`src/rtl/core/tcfe_pkg.sv`:
```
// Shared types and constants for the tile cache with farthest-distance eviction.
package tcfe_pkg;

  // Default sizes
  localparam int CACHE_SLOTS_DEF = 16;
  localparam int GRID_SIZE_DEF   = 64;

  // Fixed field widths
  localparam int IN_COORD_W = 8;
  localparam int MASK_W     = 9;
  localparam int NBR_W      = 4;
  localparam int SLOT_OUT_W = 4;
  localparam int EV_COORD_W = 6;

  // Signed width for neighbour arithmetic (covers -129 .. 128)
  localparam int POS_W = 10;

  // Neighbourhood positions
  localparam logic [NBR_W-1:0] NBR_FIRST  = 4'd0;
  localparam logic [NBR_W-1:0] NBR_CENTRE = 4'd4;
  localparam logic [NBR_W-1:0] NBR_LAST   = 4'd8;
  localparam logic [1:0]       COL_LAST   = 2'd2;

  // Eviction search handles this many slots per cycle
  localparam int SCAN_LANES = 8;

  // Queue depths
  localparam int CMD_DEPTH = 4;
  localparam int RES_DEPTH = 2;

  typedef enum logic {
    CMD_PASS,
    CMD_LOOK
  } cmd_kind_t;

  typedef enum logic [1:0] {
    BK_IDLE,
    BK_DECIDE,
    BK_SCAN,
    BK_EVICT
  } bk_state_t;

  // One neighbour job from the front end
  typedef struct packed {
    cmd_kind_t              kind;
    logic [NBR_W-1:0]       idx;
    logic                   oob;
    logic                   last;
    logic [IN_COORD_W-1:0]  nx;
    logic [IN_COORD_W-1:0]  nz;
    logic [IN_COORD_W-1:0]  cx;
    logic [IN_COORD_W-1:0]  cz;
  } cmd_t;

  // One result transaction
  typedef struct packed {
    logic [NBR_W-1:0]      neighbour_index;
    logic                  out_of_bounds;
    logic                  loaded;
    logic                  hit;
    logic [SLOT_OUT_W-1:0] slot;
    logic                  evicted;
    logic [EV_COORD_W-1:0] evicted_x;
    logic [EV_COORD_W-1:0] evicted_z;
    logic                  last;
  } res_t;

endpackage

```
`src/rtl/core/tile_cache_farthest_eviction.sv`:
```
// Tile cache with farthest-distance eviction: top level.
//
// Input channel: an event (enter_x, enter_z, exists_mask) is taken on a rising
// edge with push high and full low. Result channel: while empty is low the
// oldest result is on the result ports; pop with empty low takes it.
// An event whose centre is off the grid gives one result; any other event
// gives nine, one per neighbour in row order, the ninth with last set.
// The front end splits an event into neighbour jobs (a single job for an
// off-grid centre) and takes the next event once the last job is queued.
// The back end otherwise sets the throughput: a skipped neighbour is retired
// from the idle state, a hit or fill passes through the decide state, and an
// eviction through decide, scan and evict, as the farthest-entry search folds
// eight slots per cycle. Reset empties both queues and invalidates every slot.
// When the receiver stops popping, the two-entry result queue fills, the back
// end stalls, the job queue fills and full stays high.
module tile_cache_farthest_eviction #(
  parameter int CACHE_SLOTS = tcfe_pkg::CACHE_SLOTS_DEF,
  parameter int GRID_SIZE   = tcfe_pkg::GRID_SIZE_DEF
) (
  input  logic                                   clk,
  input  logic                                   rst,
  input  logic                                   push,
  output logic                                   full,
  input  logic signed [tcfe_pkg::IN_COORD_W-1:0] enter_x,
  input  logic signed [tcfe_pkg::IN_COORD_W-1:0] enter_z,
  input  logic [tcfe_pkg::MASK_W-1:0]            exists_mask,
  output logic                                   empty,
  input  logic                                   pop,
  output logic [tcfe_pkg::NBR_W-1:0]             neighbour_index,
  output logic                                   out_of_bounds,
  output logic                                   loaded,
  output logic                                   hit,
  output logic [tcfe_pkg::SLOT_OUT_W-1:0]        slot,
  output logic                                   evicted,
  output logic [tcfe_pkg::EV_COORD_W-1:0]        evicted_x,
  output logic [tcfe_pkg::EV_COORD_W-1:0]        evicted_z,
  output logic                                   last
);

  import tcfe_pkg::*;

  cmd_t             fe_cmd;
  logic             fe_push;
  logic             cq_full;
  logic [$bits(cmd_t)-1:0] cq_rdata;
  logic             cq_empty;
  logic             be_pop;
  res_t             be_res;
  logic             be_push;
  logic             rq_full;
  logic [$bits(res_t)-1:0] rq_rdata;
  res_t             out_res;

  // Split events into neighbour jobs
  tcfe_front #(
    .GRID_SIZE(GRID_SIZE)
  ) u_front (
    .clk         (clk),
    .rst         (rst),
    .push        (push),
    .full        (full),
    .enter_x     (enter_x),
    .enter_z     (enter_z),
    .exists_mask (exists_mask),
    .cmd_push    (fe_push),
    .cmd         (fe_cmd),
    .cmd_full    (cq_full)
  );

  // Decouple front and back end
  tcfe_fifo #(
    .WIDTH($bits(cmd_t)),
    .DEPTH(CMD_DEPTH)
  ) u_cmd_q (
    .clk   (clk),
    .rst   (rst),
    .push  (fe_push),
    .wdata (fe_cmd),
    .full  (cq_full),
    .pop   (be_pop),
    .rdata (cq_rdata),
    .empty (cq_empty)
  );

  // Lookup, fill and evict
  tcfe_back #(
    .CACHE_SLOTS(CACHE_SLOTS),
    .GRID_SIZE  (GRID_SIZE)
  ) u_back (
    .clk       (clk),
    .rst       (rst),
    .cmd       (cmd_t'(cq_rdata)),
    .cmd_empty (cq_empty),
    .cmd_pop   (be_pop),
    .res       (be_res),
    .res_push  (be_push),
    .res_full  (rq_full)
  );

  // Hold results until popped
  tcfe_fifo #(
    .WIDTH($bits(res_t)),
    .DEPTH(RES_DEPTH)
  ) u_res_q (
    .clk   (clk),
    .rst   (rst),
    .push  (be_push),
    .wdata (be_res),
    .full  (rq_full),
    .pop   (pop),
    .rdata (rq_rdata),
    .empty (empty)
  );

  assign out_res         = res_t'(rq_rdata);
  assign neighbour_index = out_res.neighbour_index;
  assign out_of_bounds   = out_res.out_of_bounds;
  assign loaded          = out_res.loaded;
  assign hit             = out_res.hit;
  assign slot            = out_res.slot;
  assign evicted         = out_res.evicted;
  assign evicted_x       = out_res.evicted_x;
  assign evicted_z       = out_res.evicted_z;
  assign last            = out_res.last;

endmodule

```
`src/rtl/core/tcfe_fifo.sv`:
```
// Small synchronous queue used between the front end, the back end and the result port.
module tcfe_fifo #(
  parameter int WIDTH = 8,
  parameter int DEPTH = 2
) (
  input  logic             clk,
  input  logic             rst,
  input  logic             push,
  input  logic [WIDTH-1:0] wdata,
  output logic             full,
  input  logic             pop,
  output logic [WIDTH-1:0] rdata,
  output logic             empty
);

  localparam int PTR_W = $clog2(DEPTH);
  localparam int CNT_W = $clog2(DEPTH + 1);
  localparam logic [PTR_W-1:0] PTR_LAST = PTR_W'(DEPTH - 1);
  localparam logic [CNT_W-1:0] CNT_FULL = CNT_W'(DEPTH);

  logic [WIDTH-1:0] mem [DEPTH];
  logic [PTR_W-1:0] wptr;
  logic [PTR_W-1:0] rptr;
  logic [CNT_W-1:0] count;
  logic             do_push;
  logic             do_pop;

  assign full    = (count == CNT_FULL);
  assign empty   = (count == '0);
  assign do_push = push && !full;
  assign do_pop  = pop && !empty;
  assign rdata   = mem[rptr];

  // Advance pointers and occupancy
  always_ff @(posedge clk) begin
    if (rst) begin
      wptr  <= '0;
      rptr  <= '0;
      count <= '0;
    end else begin
      if (do_push) begin
        wptr <= (wptr == PTR_LAST) ? '0 : wptr + 1'b1;
      end
      if (do_pop) begin
        rptr <= (rptr == PTR_LAST) ? '0 : rptr + 1'b1;
      end
      if (do_push && !do_pop) begin
        count <= count + 1'b1;
      end else if (do_pop && !do_push) begin
        count <= count - 1'b1;
      end
    end
  end

  // Hold entries
  always_ff @(posedge clk) begin
    if (do_push) begin
      mem[wptr] <= wdata;
    end
  end

endmodule

```
`src/rtl/core/tcfe_front.sv`:
```
// Front end: accepts tile-enter events and splits them into per-neighbour jobs.
module tcfe_front #(
  parameter int GRID_SIZE = tcfe_pkg::GRID_SIZE_DEF
) (
  input  logic                                  clk,
  input  logic                                  rst,
  input  logic                                  push,
  output logic                                  full,
  input  logic signed [tcfe_pkg::IN_COORD_W-1:0] enter_x,
  input  logic signed [tcfe_pkg::IN_COORD_W-1:0] enter_z,
  input  logic [tcfe_pkg::MASK_W-1:0]           exists_mask,
  output logic                                  cmd_push,
  output tcfe_pkg::cmd_t                        cmd,
  input  logic                                  cmd_full
);

  import tcfe_pkg::*;

  localparam logic signed [POS_W-1:0] GRID_LIM = POS_W'(GRID_SIZE);
  localparam logic signed [POS_W-1:0] ONE      = POS_W'(1);

  logic                    busy;
  logic                    off;
  logic signed [POS_W-1:0] ex;
  logic signed [POS_W-1:0] ez;
  logic [MASK_W-1:0]       mask;
  logic [1:0]              row;
  logic [1:0]              col;
  logic [NBR_W-1:0]        idx;

  logic                    accept;
  logic                    step;
  logic                    done;
  logic signed [POS_W-1:0] in_x;
  logic signed [POS_W-1:0] in_z;
  logic                    in_on;
  logic signed [POS_W-1:0] nx;
  logic signed [POS_W-1:0] nz;
  logic                    look;

  assign full   = busy;
  assign accept = push && !busy;
  assign step   = busy && !cmd_full;
  assign done   = off || (idx == NBR_LAST);

  // Classify the incoming centre
  assign in_x  = POS_W'(enter_x);
  assign in_z  = POS_W'(enter_z);
  assign in_on = (in_x >= 0) && (in_x < GRID_LIM) && (in_z >= 0) && (in_z < GRID_LIM);

  // Busy while jobs of the current event remain
  always_ff @(posedge clk) begin
    if (rst) begin
      busy <= 1'b0;
    end else if (accept) begin
      busy <= 1'b1;
    end else if (step && done) begin
      busy <= 1'b0;
    end
  end

  // Latch the event and walk the neighbourhood in row order
  always_ff @(posedge clk) begin
    if (accept) begin
      ex   <= in_x;
      ez   <= in_z;
      mask <= exists_mask;
      off  <= !in_on;
      row  <= '0;
      col  <= '0;
      idx  <= NBR_FIRST;
    end else if (step) begin
      if (col == COL_LAST) begin
        col <= '0;
        row <= row + 1'b1;
      end else begin
        col <= col + 1'b1;
      end
      idx <= idx + 1'b1;
    end
  end

  // Build the job for the current neighbour
  assign nx   = ex + $signed(POS_W'(col)) - ONE;
  assign nz   = ez + $signed(POS_W'(row)) - ONE;
  assign look = (nx >= 0) && (nx < GRID_LIM) && (nz >= 0) && (nz < GRID_LIM) && mask[idx];

  assign cmd_push = step;

  always_comb begin
    cmd.kind = (!off && look) ? CMD_LOOK : CMD_PASS;
    cmd.idx  = off ? NBR_FIRST : idx;
    cmd.oob  = off || !mask[NBR_CENTRE];
    cmd.last = done;
    cmd.nx   = nx[IN_COORD_W-1:0];
    cmd.nz   = nz[IN_COORD_W-1:0];
    cmd.cx   = ex[IN_COORD_W-1:0];
    cmd.cz   = ez[IN_COORD_W-1:0];
  end

endmodule

```
`src/rtl/core/tcfe_back.sv`:
```
// Back end: tag lookup, fill and farthest-distance eviction over the slot array.
module tcfe_back #(
  parameter int CACHE_SLOTS = tcfe_pkg::CACHE_SLOTS_DEF,
  parameter int GRID_SIZE   = tcfe_pkg::GRID_SIZE_DEF
) (
  input  logic           clk,
  input  logic           rst,
  input  tcfe_pkg::cmd_t cmd,
  input  logic           cmd_empty,
  output logic           cmd_pop,
  output tcfe_pkg::res_t res,
  output logic           res_push,
  input  logic           res_full
);

  import tcfe_pkg::*;

  localparam int SLOT_W     = $clog2(CACHE_SLOTS);
  localparam int COORD_W    = $clog2(GRID_SIZE);
  localparam int DIST_W     = COORD_W + 1;
  localparam int LANE_W     = $clog2(SCAN_LANES);
  localparam int SCAN_STEPS = (CACHE_SLOTS + SCAN_LANES - 1) / SCAN_LANES;
  localparam int STEP_W     = $clog2(SCAN_STEPS);
  localparam int SCAN_DEPTH = SCAN_STEPS * SCAN_LANES;
  localparam int VIC_W      = STEP_W + LANE_W;
  localparam logic [STEP_W-1:0] STEP_LAST = STEP_W'(SCAN_STEPS - 1);

  function automatic logic [DIST_W-1:0] absd(logic [COORD_W-1:0] a, logic [COORD_W-1:0] b);
    return (a > b) ? DIST_W'(a - b) : DIST_W'(b - a);
  endfunction

  // Slot array: tags in flops for the parallel compare
  logic [CACHE_SLOTS-1:0] sval;
  logic [COORD_W-1:0]     sx [CACHE_SLOTS];
  logic [COORD_W-1:0]     sz [CACHE_SLOTS];

  bk_state_t st;
  bk_state_t st_next;

  // Lookup results
  logic              lk_hit;
  logic              lk_emp;
  logic [SLOT_W-1:0] lk_hit_slot;
  logic [SLOT_W-1:0] lk_emp_slot;

  // Eviction search shift line and running best
  logic [DIST_W-1:0]  dsh [SCAN_DEPTH];
  logic [COORD_W-1:0] csx [SCAN_DEPTH];
  logic [COORD_W-1:0] csz [SCAN_DEPTH];
  logic [DIST_W-1:0]  best;
  logic [VIC_W-1:0]   victim;
  logic [COORD_W-1:0] vx;
  logic [COORD_W-1:0] vz;
  logic [STEP_W-1:0]  step;

  logic [COORD_W-1:0]     kx;
  logic [COORD_W-1:0]     kz;
  logic [COORD_W-1:0]     cx;
  logic [COORD_W-1:0]     cz;
  logic [CACHE_SLOTS-1:0] hitv;
  logic                   hit_any;
  logic                   emp_any;
  logic [SLOT_W-1:0]      hit_slot;
  logic [SLOT_W-1:0]      emp_slot;
  logic [DIST_W-1:0]      ldist [SCAN_DEPTH];
  logic [COORD_W-1:0]     lx [SCAN_DEPTH];
  logic [COORD_W-1:0]     lz [SCAN_DEPTH];
  logic [DIST_W-1:0]      sc_best;
  logic [VIC_W-1:0]       sc_vic;
  logic [COORD_W-1:0]     sc_x;
  logic [COORD_W-1:0]     sc_z;
  logic                   wr_en;
  logic [SLOT_W-1:0]      wslot;

  assign kx = cmd.nx[COORD_W-1:0];
  assign kz = cmd.nz[COORD_W-1:0];
  assign cx = cmd.cx[COORD_W-1:0];
  assign cz = cmd.cz[COORD_W-1:0];

  // Compare the key against every resident tag
  always_comb begin
    for (int i = 0; i < CACHE_SLOTS; i++) begin
      hitv[i] = sval[i] && (sx[i] == kx) && (sz[i] == kz);
    end
  end

  assign hit_any = |hitv;
  assign emp_any = ~&sval;

  // Pick the lowest matching and the lowest empty slot
  always_comb begin
    hit_slot = '0;
    emp_slot = '0;
    for (int i = CACHE_SLOTS - 1; i >= 0; i--) begin
      if (hitv[i]) begin
        hit_slot = SLOT_W'(i);
      end
      if (!sval[i]) begin
        emp_slot = SLOT_W'(i);
      end
    end
  end

  // Per-slot distance from the centre, padded lanes read as zero
  for (genvar gk = 0; gk < SCAN_DEPTH; gk++) begin : g_lane
    if (gk < CACHE_SLOTS) begin : g_real
      assign ldist[gk] = absd(sx[gk], cx) + absd(sz[gk], cz);
      assign lx[gk]    = sx[gk];
      assign lz[gk]    = sz[gk];
    end else begin : g_pad
      assign ldist[gk] = '0;
      assign lx[gk]    = '0;
      assign lz[gk]    = '0;
    end
  end

  // Fold one group of lanes into the running maximum, first wins on ties
  always_comb begin
    sc_best = best;
    sc_vic  = victim;
    sc_x    = vx;
    sc_z    = vz;
    for (int j = 0; j < SCAN_LANES; j++) begin
      if (dsh[j] > sc_best) begin
        sc_best = dsh[j];
        sc_vic  = {step, LANE_W'(j)};
        sc_x    = csx[j];
        sc_z    = csz[j];
      end
    end
  end

  // Next state
  always_comb begin
    st_next = st;
    case (st)
      BK_IDLE: begin
        if (!cmd_empty && cmd.kind == CMD_LOOK) begin
          st_next = BK_DECIDE;
        end
      end
      BK_DECIDE: begin
        if (lk_hit || lk_emp) begin
          if (!res_full) begin
            st_next = BK_IDLE;
          end
        end else begin
          st_next = BK_SCAN;
        end
      end
      BK_SCAN: begin
        if (step == STEP_LAST) begin
          st_next = BK_EVICT;
        end
      end
      BK_EVICT: begin
        if (!res_full) begin
          st_next = BK_IDLE;
        end
      end
      default: st_next = BK_IDLE;
    endcase
  end

  // Outputs: result transaction, job retire and slot write
  always_comb begin
    cmd_pop             = 1'b0;
    res_push            = 1'b0;
    wr_en               = 1'b0;
    wslot               = lk_emp_slot;
    res.neighbour_index = cmd.idx;
    res.out_of_bounds   = cmd.oob;
    res.loaded          = 1'b0;
    res.hit             = 1'b0;
    res.slot            = '0;
    res.evicted         = 1'b0;
    res.evicted_x       = '0;
    res.evicted_z       = '0;
    res.last            = cmd.last;
    case (st)
      BK_IDLE: begin
        if (!cmd_empty && cmd.kind == CMD_PASS && !res_full) begin
          res_push = 1'b1;
          cmd_pop  = 1'b1;
        end
      end
      BK_DECIDE: begin
        if ((lk_hit || lk_emp) && !res_full) begin
          res_push   = 1'b1;
          cmd_pop    = 1'b1;
          wr_en      = !lk_hit;
          res.loaded = 1'b1;
          res.hit    = lk_hit;
          res.slot   = SLOT_OUT_W'(32'(lk_hit ? lk_hit_slot : lk_emp_slot));
        end
      end
      BK_EVICT: begin
        wslot = victim[SLOT_W-1:0];
        if (!res_full) begin
          res_push      = 1'b1;
          cmd_pop       = 1'b1;
          wr_en         = 1'b1;
          res.loaded    = 1'b1;
          res.slot      = SLOT_OUT_W'(32'(victim[SLOT_W-1:0]));
          res.evicted   = 1'b1;
          res.evicted_x = EV_COORD_W'(32'(vx));
          res.evicted_z = EV_COORD_W'(32'(vz));
        end
      end
      BK_SCAN: begin
        cmd_pop = 1'b0;
      end
      default: begin
        cmd_pop = 1'b0;
      end
    endcase
  end

  // Control state and valid bits
  always_ff @(posedge clk) begin
    if (rst) begin
      st   <= BK_IDLE;
      sval <= '0;
    end else begin
      st <= st_next;
      if (wr_en) begin
        sval[wslot] <= 1'b1;
      end
    end
  end

  // Tag write on fill or eviction
  always_ff @(posedge clk) begin
    if (wr_en) begin
      sx[wslot] <= kx;
      sz[wslot] <= kz;
    end
  end

  // Register the lookup, then shift the distance line through the search
  always_ff @(posedge clk) begin
    if (st == BK_IDLE) begin
      lk_hit      <= hit_any;
      lk_emp      <= emp_any;
      lk_hit_slot <= hit_slot;
      lk_emp_slot <= emp_slot;
      best        <= '0;
      victim      <= '0;
      vx          <= lx[0];
      vz          <= lz[0];
      step        <= '0;
      for (int k = 0; k < SCAN_DEPTH; k++) begin
        dsh[k] <= ldist[k];
        csx[k] <= lx[k];
        csz[k] <= lz[k];
      end
    end else if (st == BK_SCAN) begin
      best   <= sc_best;
      victim <= sc_vic;
      vx     <= sc_x;
      vz     <= sc_z;
      step   <= step + 1'b1;
      for (int k = 0; k < SCAN_DEPTH - SCAN_LANES; k++) begin
        dsh[k] <= dsh[k + SCAN_LANES];
        csx[k] <= csx[k + SCAN_LANES];
        csz[k] <= csz[k + SCAN_LANES];
      end
      for (int k = SCAN_DEPTH - SCAN_LANES; k < SCAN_DEPTH; k++) begin
        dsh[k] <= '0;
        csx[k] <= '0;
        csz[k] <= '0;
      end
    end
  end

endmodule

```
`config.mk`:
```
export PLATFORM = sky130hd
export DESIGN_NAME = tile_cache_farthest_eviction
export DESIGN_NICKNAME = d
export VERILOG_FILES = /design/src/rtl/core/tcfe_pkg.sv /design/src/rtl/core/tile_cache_farthest_eviction.sv /design/src/rtl/core/tcfe_fifo.sv /design/src/rtl/core/tcfe_front.sv /design/src/rtl/core/tcfe_back.sv
export SDC_FILE = /design/constraint.sdc
export NUM_CORES = 2
export LEC_CHECK = 0
export BUFFER_PORTS_ARGS = -buffer_cell sky130_fd_sc_hd__buf_2
export CAP_MARGIN = 0
export CORE_MARGIN = 2
export CORE_UTILIZATION = 60
export DETAILED_ROUTE_END_ITERATION = 12
export PLACE_DENSITY_LB_ADDON = 0.2
export SYNTH_ARGS = -nofsm -noshare
export SYNTH_HDL_FRONTEND = slang
export SYNTH_HIERARCHICAL = 1
export SYNTH_SLANG_ARGS = --single-unit
```
`constraint.sdc`:
```
create_clock -name clk -period 21.8 [get_ports clk]
set_clock_uncertainty 0.05 [all_clocks]
set_input_delay 1.09 -clock clk [delete_from_list [all_inputs] [get_ports clk]]
set_output_delay 1.09 -clock clk [all_outputs]
set_load 0.05 [all_outputs]
```
**Yosys cells after proc, flatten, opt, wreduce, memory -nomap -nowiden**

Memory sizes are Yosys's and may differ from the RTL's. A register that Yosys moved wholly into a read port is not among the register bits.
Index checks and enable logic that the tools add are counted.

- RAM bits: 702
- Memories: 7
- Register bits: 98
- Word-level logic and storage cells: 570

- Magnitude comparators: 51
- Bitwise logic cells: 50
- Multiplexer cells: 198
- Reduce and logical (&&, ||, !) cells: 94
- $add $sub $neg: 96
- Equal/unequal tests: 43

Memories:

| name | words | width | read ports | clocked after memory_dff | wr ports | RTL line | RTL |
|---|---|---|---|---|---|---|---|
| u_cmd_q.mem | 4 | 39 | 1 | 1 | 1 | tcfe_fifo.sv:21 | `logic [WIDTH-1:0] mem [DEPTH];` |
| u_back.dsh | 16 | 7 | 16 | 0 | 16 | tcfe_back.sv:47 | `logic [DIST_W-1:0] dsh [SCAN_DEPTH];` |
| u_back.csx | 16 | 6 | 16 | 0 | 16 | tcfe_back.sv:48 | `logic [COORD_W-1:0] csx [SCAN_DEPTH];` |
| u_back.csz | 16 | 6 | 16 | 0 | 16 | tcfe_back.sv:49 | `logic [COORD_W-1:0] csz [SCAN_DEPTH];` |
| u_back.sx | 16 | 6 | 16 | 0 | 1 | tcfe_back.sv:34 | `logic [COORD_W-1:0] sx [CACHE_SLOTS];` |
| u_back.sz | 16 | 6 | 16 | 0 | 1 | tcfe_back.sv:35 | `logic [COORD_W-1:0] sz [CACHE_SLOTS];` |
| +1 memories | - | - | - | - | - | - |  |

Operators with widths:

| kind | number |
|---|---|
| $sub A6 B6 Y7 | 64 |
| $mux W7 | 56 |
| $mux W6 | 53 |
| $eq A6 B6 Y1 | 32 |
| $gt A6 B6 Y1 | 32 |
| $add A7 B7 Y7 | 16 |
| $mux W4 | 27 |
| $gt A7 B7 Y1 | 8 |
| $logic_and A1 B1 Y1 | 56 |
| $or A1 B1 Y1 | 48 |
| $mux W2 | 15 |
| $mux W3 | 10 |
| $mux W1 | 27 |
| $ge A10 B1 Y1 const B | 2 |
| $lt A10 B8 Y1 const B | 2 |
| $sub A9 B2 Y10 const B | 2 |
| $add A8 B3 Y9 | 2 |
| $mux W17 | 1 |
| $ge A8 B1 Y1 const B | 2 |
| $lt A8 B8 Y1 const B | 2 |
| $or A16 B16 Y16 | 1 |
| $reduce_and A16 Y1 | 1 |
| $reduce_or A16 Y1 | 1 |
| $logic_not A1 Y1 | 14 |
| other kinds (34) | 58 |

**Depth between registers and ports, before layout**

An unclocked memory read counts as a cell.

- Depth after elaboration: 19
- Depth in mapped cells: 78

**By module**

The synthesis kept the hierarchy.

By module, submodules not included:

| module | area each (um^2) | cells an instance | times used | seq. area each (um^2) |
|---|---|---|---|---|
| tcfe_back | 43,011.3 | 4,306 | 1 | 15,965.3 |
| tcfe_fifo (u_cmd_q) | 6,120.9 | 253 | 1 | 4,864.7 |
| tcfe_fifo (u_res_q) | 2,020.7 | 103 | 1 | 1,601.5 |
| tcfe_front | 2,019.4 | 188 | 1 | 960.9 |

**Least setup slack after synthesis**

No wires, ideal clock.

- Path kind: register -> register
- From: mem u_back/dsh[0][6] (netlist bit)
- To: reg u_back.vx[0] (enable)
- Data required time: 21.406 ns
- Library setup time: 0.344 ns
- Path buffers: 6
- Cell stages (with the launch flop): 73
- Arrival time: 13.470 ns
- Setup slack: 7.936 ns
- Cell sequence: edfxtp_1 > ha_1 > a21oi_1 > o21ai_0 > o21ai_1 > mux2i_1 > ha_1 > nor2b_1 > o21a_1 > o21ai_0 > inv_1 > maj3_2 > a21oi_4 > a21o_1 > ha_1 > nor2b_1 > o21ai_0 > nand2_1 > [37 not listed] > o21ai_0 > nor2_1 > or2_2 > clkbuf_1 > nor2_1 > a211oi_1 > a21oi_1 > ha_1 > nor2b_1 > o21ai_0 > a21oi_1 > a211o_1 > o21a_1 > nor2_1 > and3_1 > and2_1 > a21o_1 > inv_1

RTL lines:

| item | RTL line | RTL |
|---|---|---|
| start: declaration | tcfe_back.sv:47 |  |
| end signal: assignment | tcfe_back.sv:249 | `vx <= lx[0];` |
| end: declaration | tcfe_back.sv:52 | `logic [COORD_W-1:0] vx;` |

**Worst setup path after layout**

- From: reg u_back.best[6]
- To: reg u_back.vz[4] (enable)

- Word-level cells in the longest chain between the ends: 17

Ends and longest elaborated chain:

| item | RTL line | RTL |
|---|---|---|
| start: declaration | tcfe_back.sv:50 | `logic [DIST_W-1:0] best;` |
| start signal: assignment | tcfe_back.sv:258 | `best <= sc_best;` |
| $gt A7 B7 Y1 | tcfe_back.sv:124 | `if (dsh[j] > sc_best) begin` |
| $mux W7 | tcfe_back.sv:124 |  |
| $gt A7 B7 Y1 | tcfe_back.sv:124 |  |
| $mux W7 | tcfe_back.sv:124 |  |
| $gt A7 B7 Y1 | tcfe_back.sv:124 |  |
| $mux W7 | tcfe_back.sv:124 |  |
| $gt A7 B7 Y1 | tcfe_back.sv:124 |  |
| $mux W7 | tcfe_back.sv:124 |  |
| $gt A7 B7 Y1 | tcfe_back.sv:124 |  |
| $mux W7 | tcfe_back.sv:124 |  |
| $gt A7 B7 Y1 | tcfe_back.sv:124 |  |
| $mux W7 | tcfe_back.sv:124 |  |
| $gt A7 B7 Y1 | tcfe_back.sv:124 |  |
| $mux W7 | tcfe_back.sv:124 |  |
| $gt A7 B7 Y1 | tcfe_back.sv:124 |  |
| $reduce_bool A9 Y1 (no source line) (*) | - |  |
| $reduce_and A2 Y1 (no source line) (*) | - |  |
| end signal: assignment | tcfe_back.sv:250 | `vz <= lz[0];` |
| end signal: assignment | tcfe_back.sv:261 | `vz <= sc_z;` |
| end: declaration | tcfe_back.sv:53 | `logic [COORD_W-1:0] vz;` |

Every way passes the cells marked *; elsewhere a longest branch is shown, timed or not.
A chain may end at the register's enable or synchronous reset.

==> impl_metrics.toml <==
[floorplanning]
die_w_um = 298
io_pins = 56
die_area_um2 = 89100
die_h_um = 298
rows = 107
initial_utilization = 0.608
core_area_um2 = 85500

[critical_path]
required_ns = 22.05
worstRegToRegCells = 68
cp_max_fo = 36
worst_path_largest_cell_delay_ns = 0.85
critPathArrivalTime_ns = 18.99
slowest_stage = "and3_1"
path_class = "reg2reg"
r2r_start = "u_back/best[6]$_SDFFE_PP0P_"
r2r_slack_ns = 3.06
path_common_cell = "o21ai_0"
start_kind = "register"
r2r_end = "u_back/vz[4]$_DFFE_PP_"
crit_path_end_kind = "register"

[place]
place_area_um2 = 53600
dp_hpwl_um = 113000
io_buffer_count = 55
gp_congestion = 1.02

[clock_tree]
cts-hold-fix-buffers = 0
clk_latency_ns = 0.66
clock_sinks = 771
cts_tree = "done"
post_cts_buffers = 0
cts_max_level = 3
root_buffer = "clkbuf_16"
clock_tree.buffer_depth = 3
clkTransAtPathRegs_ns = 0.06
ctsResizeCount = 0
cts_buffers = 85

[grt]
track_usage = 0.355
grt-ovfl-total = 0
antenna_found_initial = 1
grt_pass1_wl_um = 233000
grt_pass1_vias = 36474
grt_max_degree = 185

[drt]
wl_per_cell_um = 26.3
dr.pass1.iters = 8
via_count = 37862
drt-initial-drc-count = 4546
drcViolationCount = 0
wl_um = 160000
vias_per_cell = 6.23
drtAntennaViolNets = 0

[logic_synthesis]
ys.warnings.count = 6
syn_inst = 4809
synth_nets = 5480
avgSynthCellArea_um2 = 10.8
syn-cell-area_um2 = 52000

[layout]
area_growth_pct = 8.68
nNetsFinal = 5535
num_antenna_cells = 0
fill_cells = 6627
final_area_um2 = 56500
fin_util = 0.661
drive_above_1_share = 0.0958

[min_path]
whs_endpoint = "u_back/csx[1][5]$_SDFFE_PP0P_"
hold_depth = 2
hp-class = "reg2reg"
hold_start = "u_back/csx[1][5]$_SDFFE_PP0P_"

[sta]
setup_tns_ns = 0
fmax_mhz = 53.4
rsz0062_at_grt = "no"
hold_viol_final = 0
max_slew_margin = 0.157
min_period_ns = 18.74
worst_slew_pin_slew_ns = 1.26
slew_viol_final = 0
finalCritPeriodShare = 0.860
setup_viol = 0

[flow_run]
cap_violations = 0

[status]
status = "completed"
-- how the worst max path moves through the flow --
| stage | cells past startpoint | end | start | slack, ns |
|---|---|---|---|---|
| 4_1_cts | 68 | u_back/vz[4]$_DFFE_PP_ | u_back/best[6]$_SDFFE_PP0P_ | 3.46 |
| 3_3_place_gp | 67 | u_back/vz[2]$_DFFE_PP_ | u_back/best[6]$_SDFFE_PP0P_ | 3.62 |
| 5_1_grt | 69 | u_back/vz[4]$_DFFE_PP_ | u_back/best[6]$_SDFFE_PP0P_ | 1.71 |
| 2_1_floorplan | 72 | u_back/vx[0]$_DFFE_PP_ | u_back/dsh[0][6]$_DFFE_PP_ | 7.94 |
| 3_5_place_dp | 68 | u_back/vz[2]$_DFFE_PP_ | u_back/best[6]$_SDFFE_PP0P_ | 3.51 |
| 6_report | 68 | u_back/vz[4]$_DFFE_PP_ | u_back/best[6]$_SDFFE_PP0P_ | 3.06 |
-- layout make-up --
cell class / instances / area, um2 / area share
flip-flops and latches: 771 / 22400 / 0.397
clock inverters: 54 / 633 / 0.0112
clock buffers: 104 / 2300 / 0.0407
well taps: 1144 / 1430 / 0.0253
repair buffers: 125 / 813 / 0.0144
inverters: 524 / 1990 / 0.0352
multi-input cells: 3357 / 26900 / 0.476
-- critical path: cells and delay by family, from the launching register on --
| kind | cells | cell delay (ns) |
|---|---|---|
| adders and majority gates | 9 | 2.52 |
| buffers and inverters | 5 | 0.72 |
| muxes | 4 | 1.67 |
| AOI/OAI and AO/OA | 35 | 9.49 |
| DFF | 1 | 0.40 |
| and+or+nand+nor | 15 | 3.49 |
-- registers in the layout, indices dropped and copies added, names as in the netlist, 4 cells and up, named ones only --
signal              cells
u_back/sx              96
u_back/lk_hit_slot      4
u_front/ex              8
u_front/ez              8
u_back/dsh            112
u_front/mask            9
u_back/sz              96
u_back/csz             96
u_back/vz               6
u_back/lk_emp_slot      4
u_back/vx               6
u_back/best             7
u_res_q/mem            50
u_front/idx             4
u_back/csx             96
u_cmd_q/mem           124
u_back/victim           4
u_back/sval            16
-- per-stage QoR --
step                worst slack (ns)  hold WS, ns  std cells
floorplan                       7.94        0.375       4809
global placement                3.62        0.387       5921
CTS                             3.46        0.412       6079
global route                    1.71        0.428       6079
finish                          3.06        0.414       6079
detailed placement              3.51        0.397       5921
-- per-layer routing --
metal	up-vias	share of wire	GRT usage	wire length, um
met1	18383	0.41	0.495	65300
met5	-	0	0	0
met2	1875	0.43	0.537	68800
li1	17173	-	-	-
met3	431	0.098	0.0611	15700
met4	0	0.062	0.180	9940
-- cell usage in the layout, fill, tap and decap left out, types with 69 or more instances in the layout --
cell,n
inv_1,509
nand2_1,267
nor2_1,314
a21o_1,146
edfxtp_1,699
a21oi_1,294
nand3_1,75
ha_1,559
fa_1,83
buf_4,69
mux2_2,118
xor2_1,125
dfxtp_1,70
xnor2_1,299
nor2b_1,92
clkbuf_16,86
mux2i_1,132
o21ai_0,281
Power is left out: the tool's default activity adds up to more than one toggle a clock period on the data nets, which glitch-free logic cannot reach.
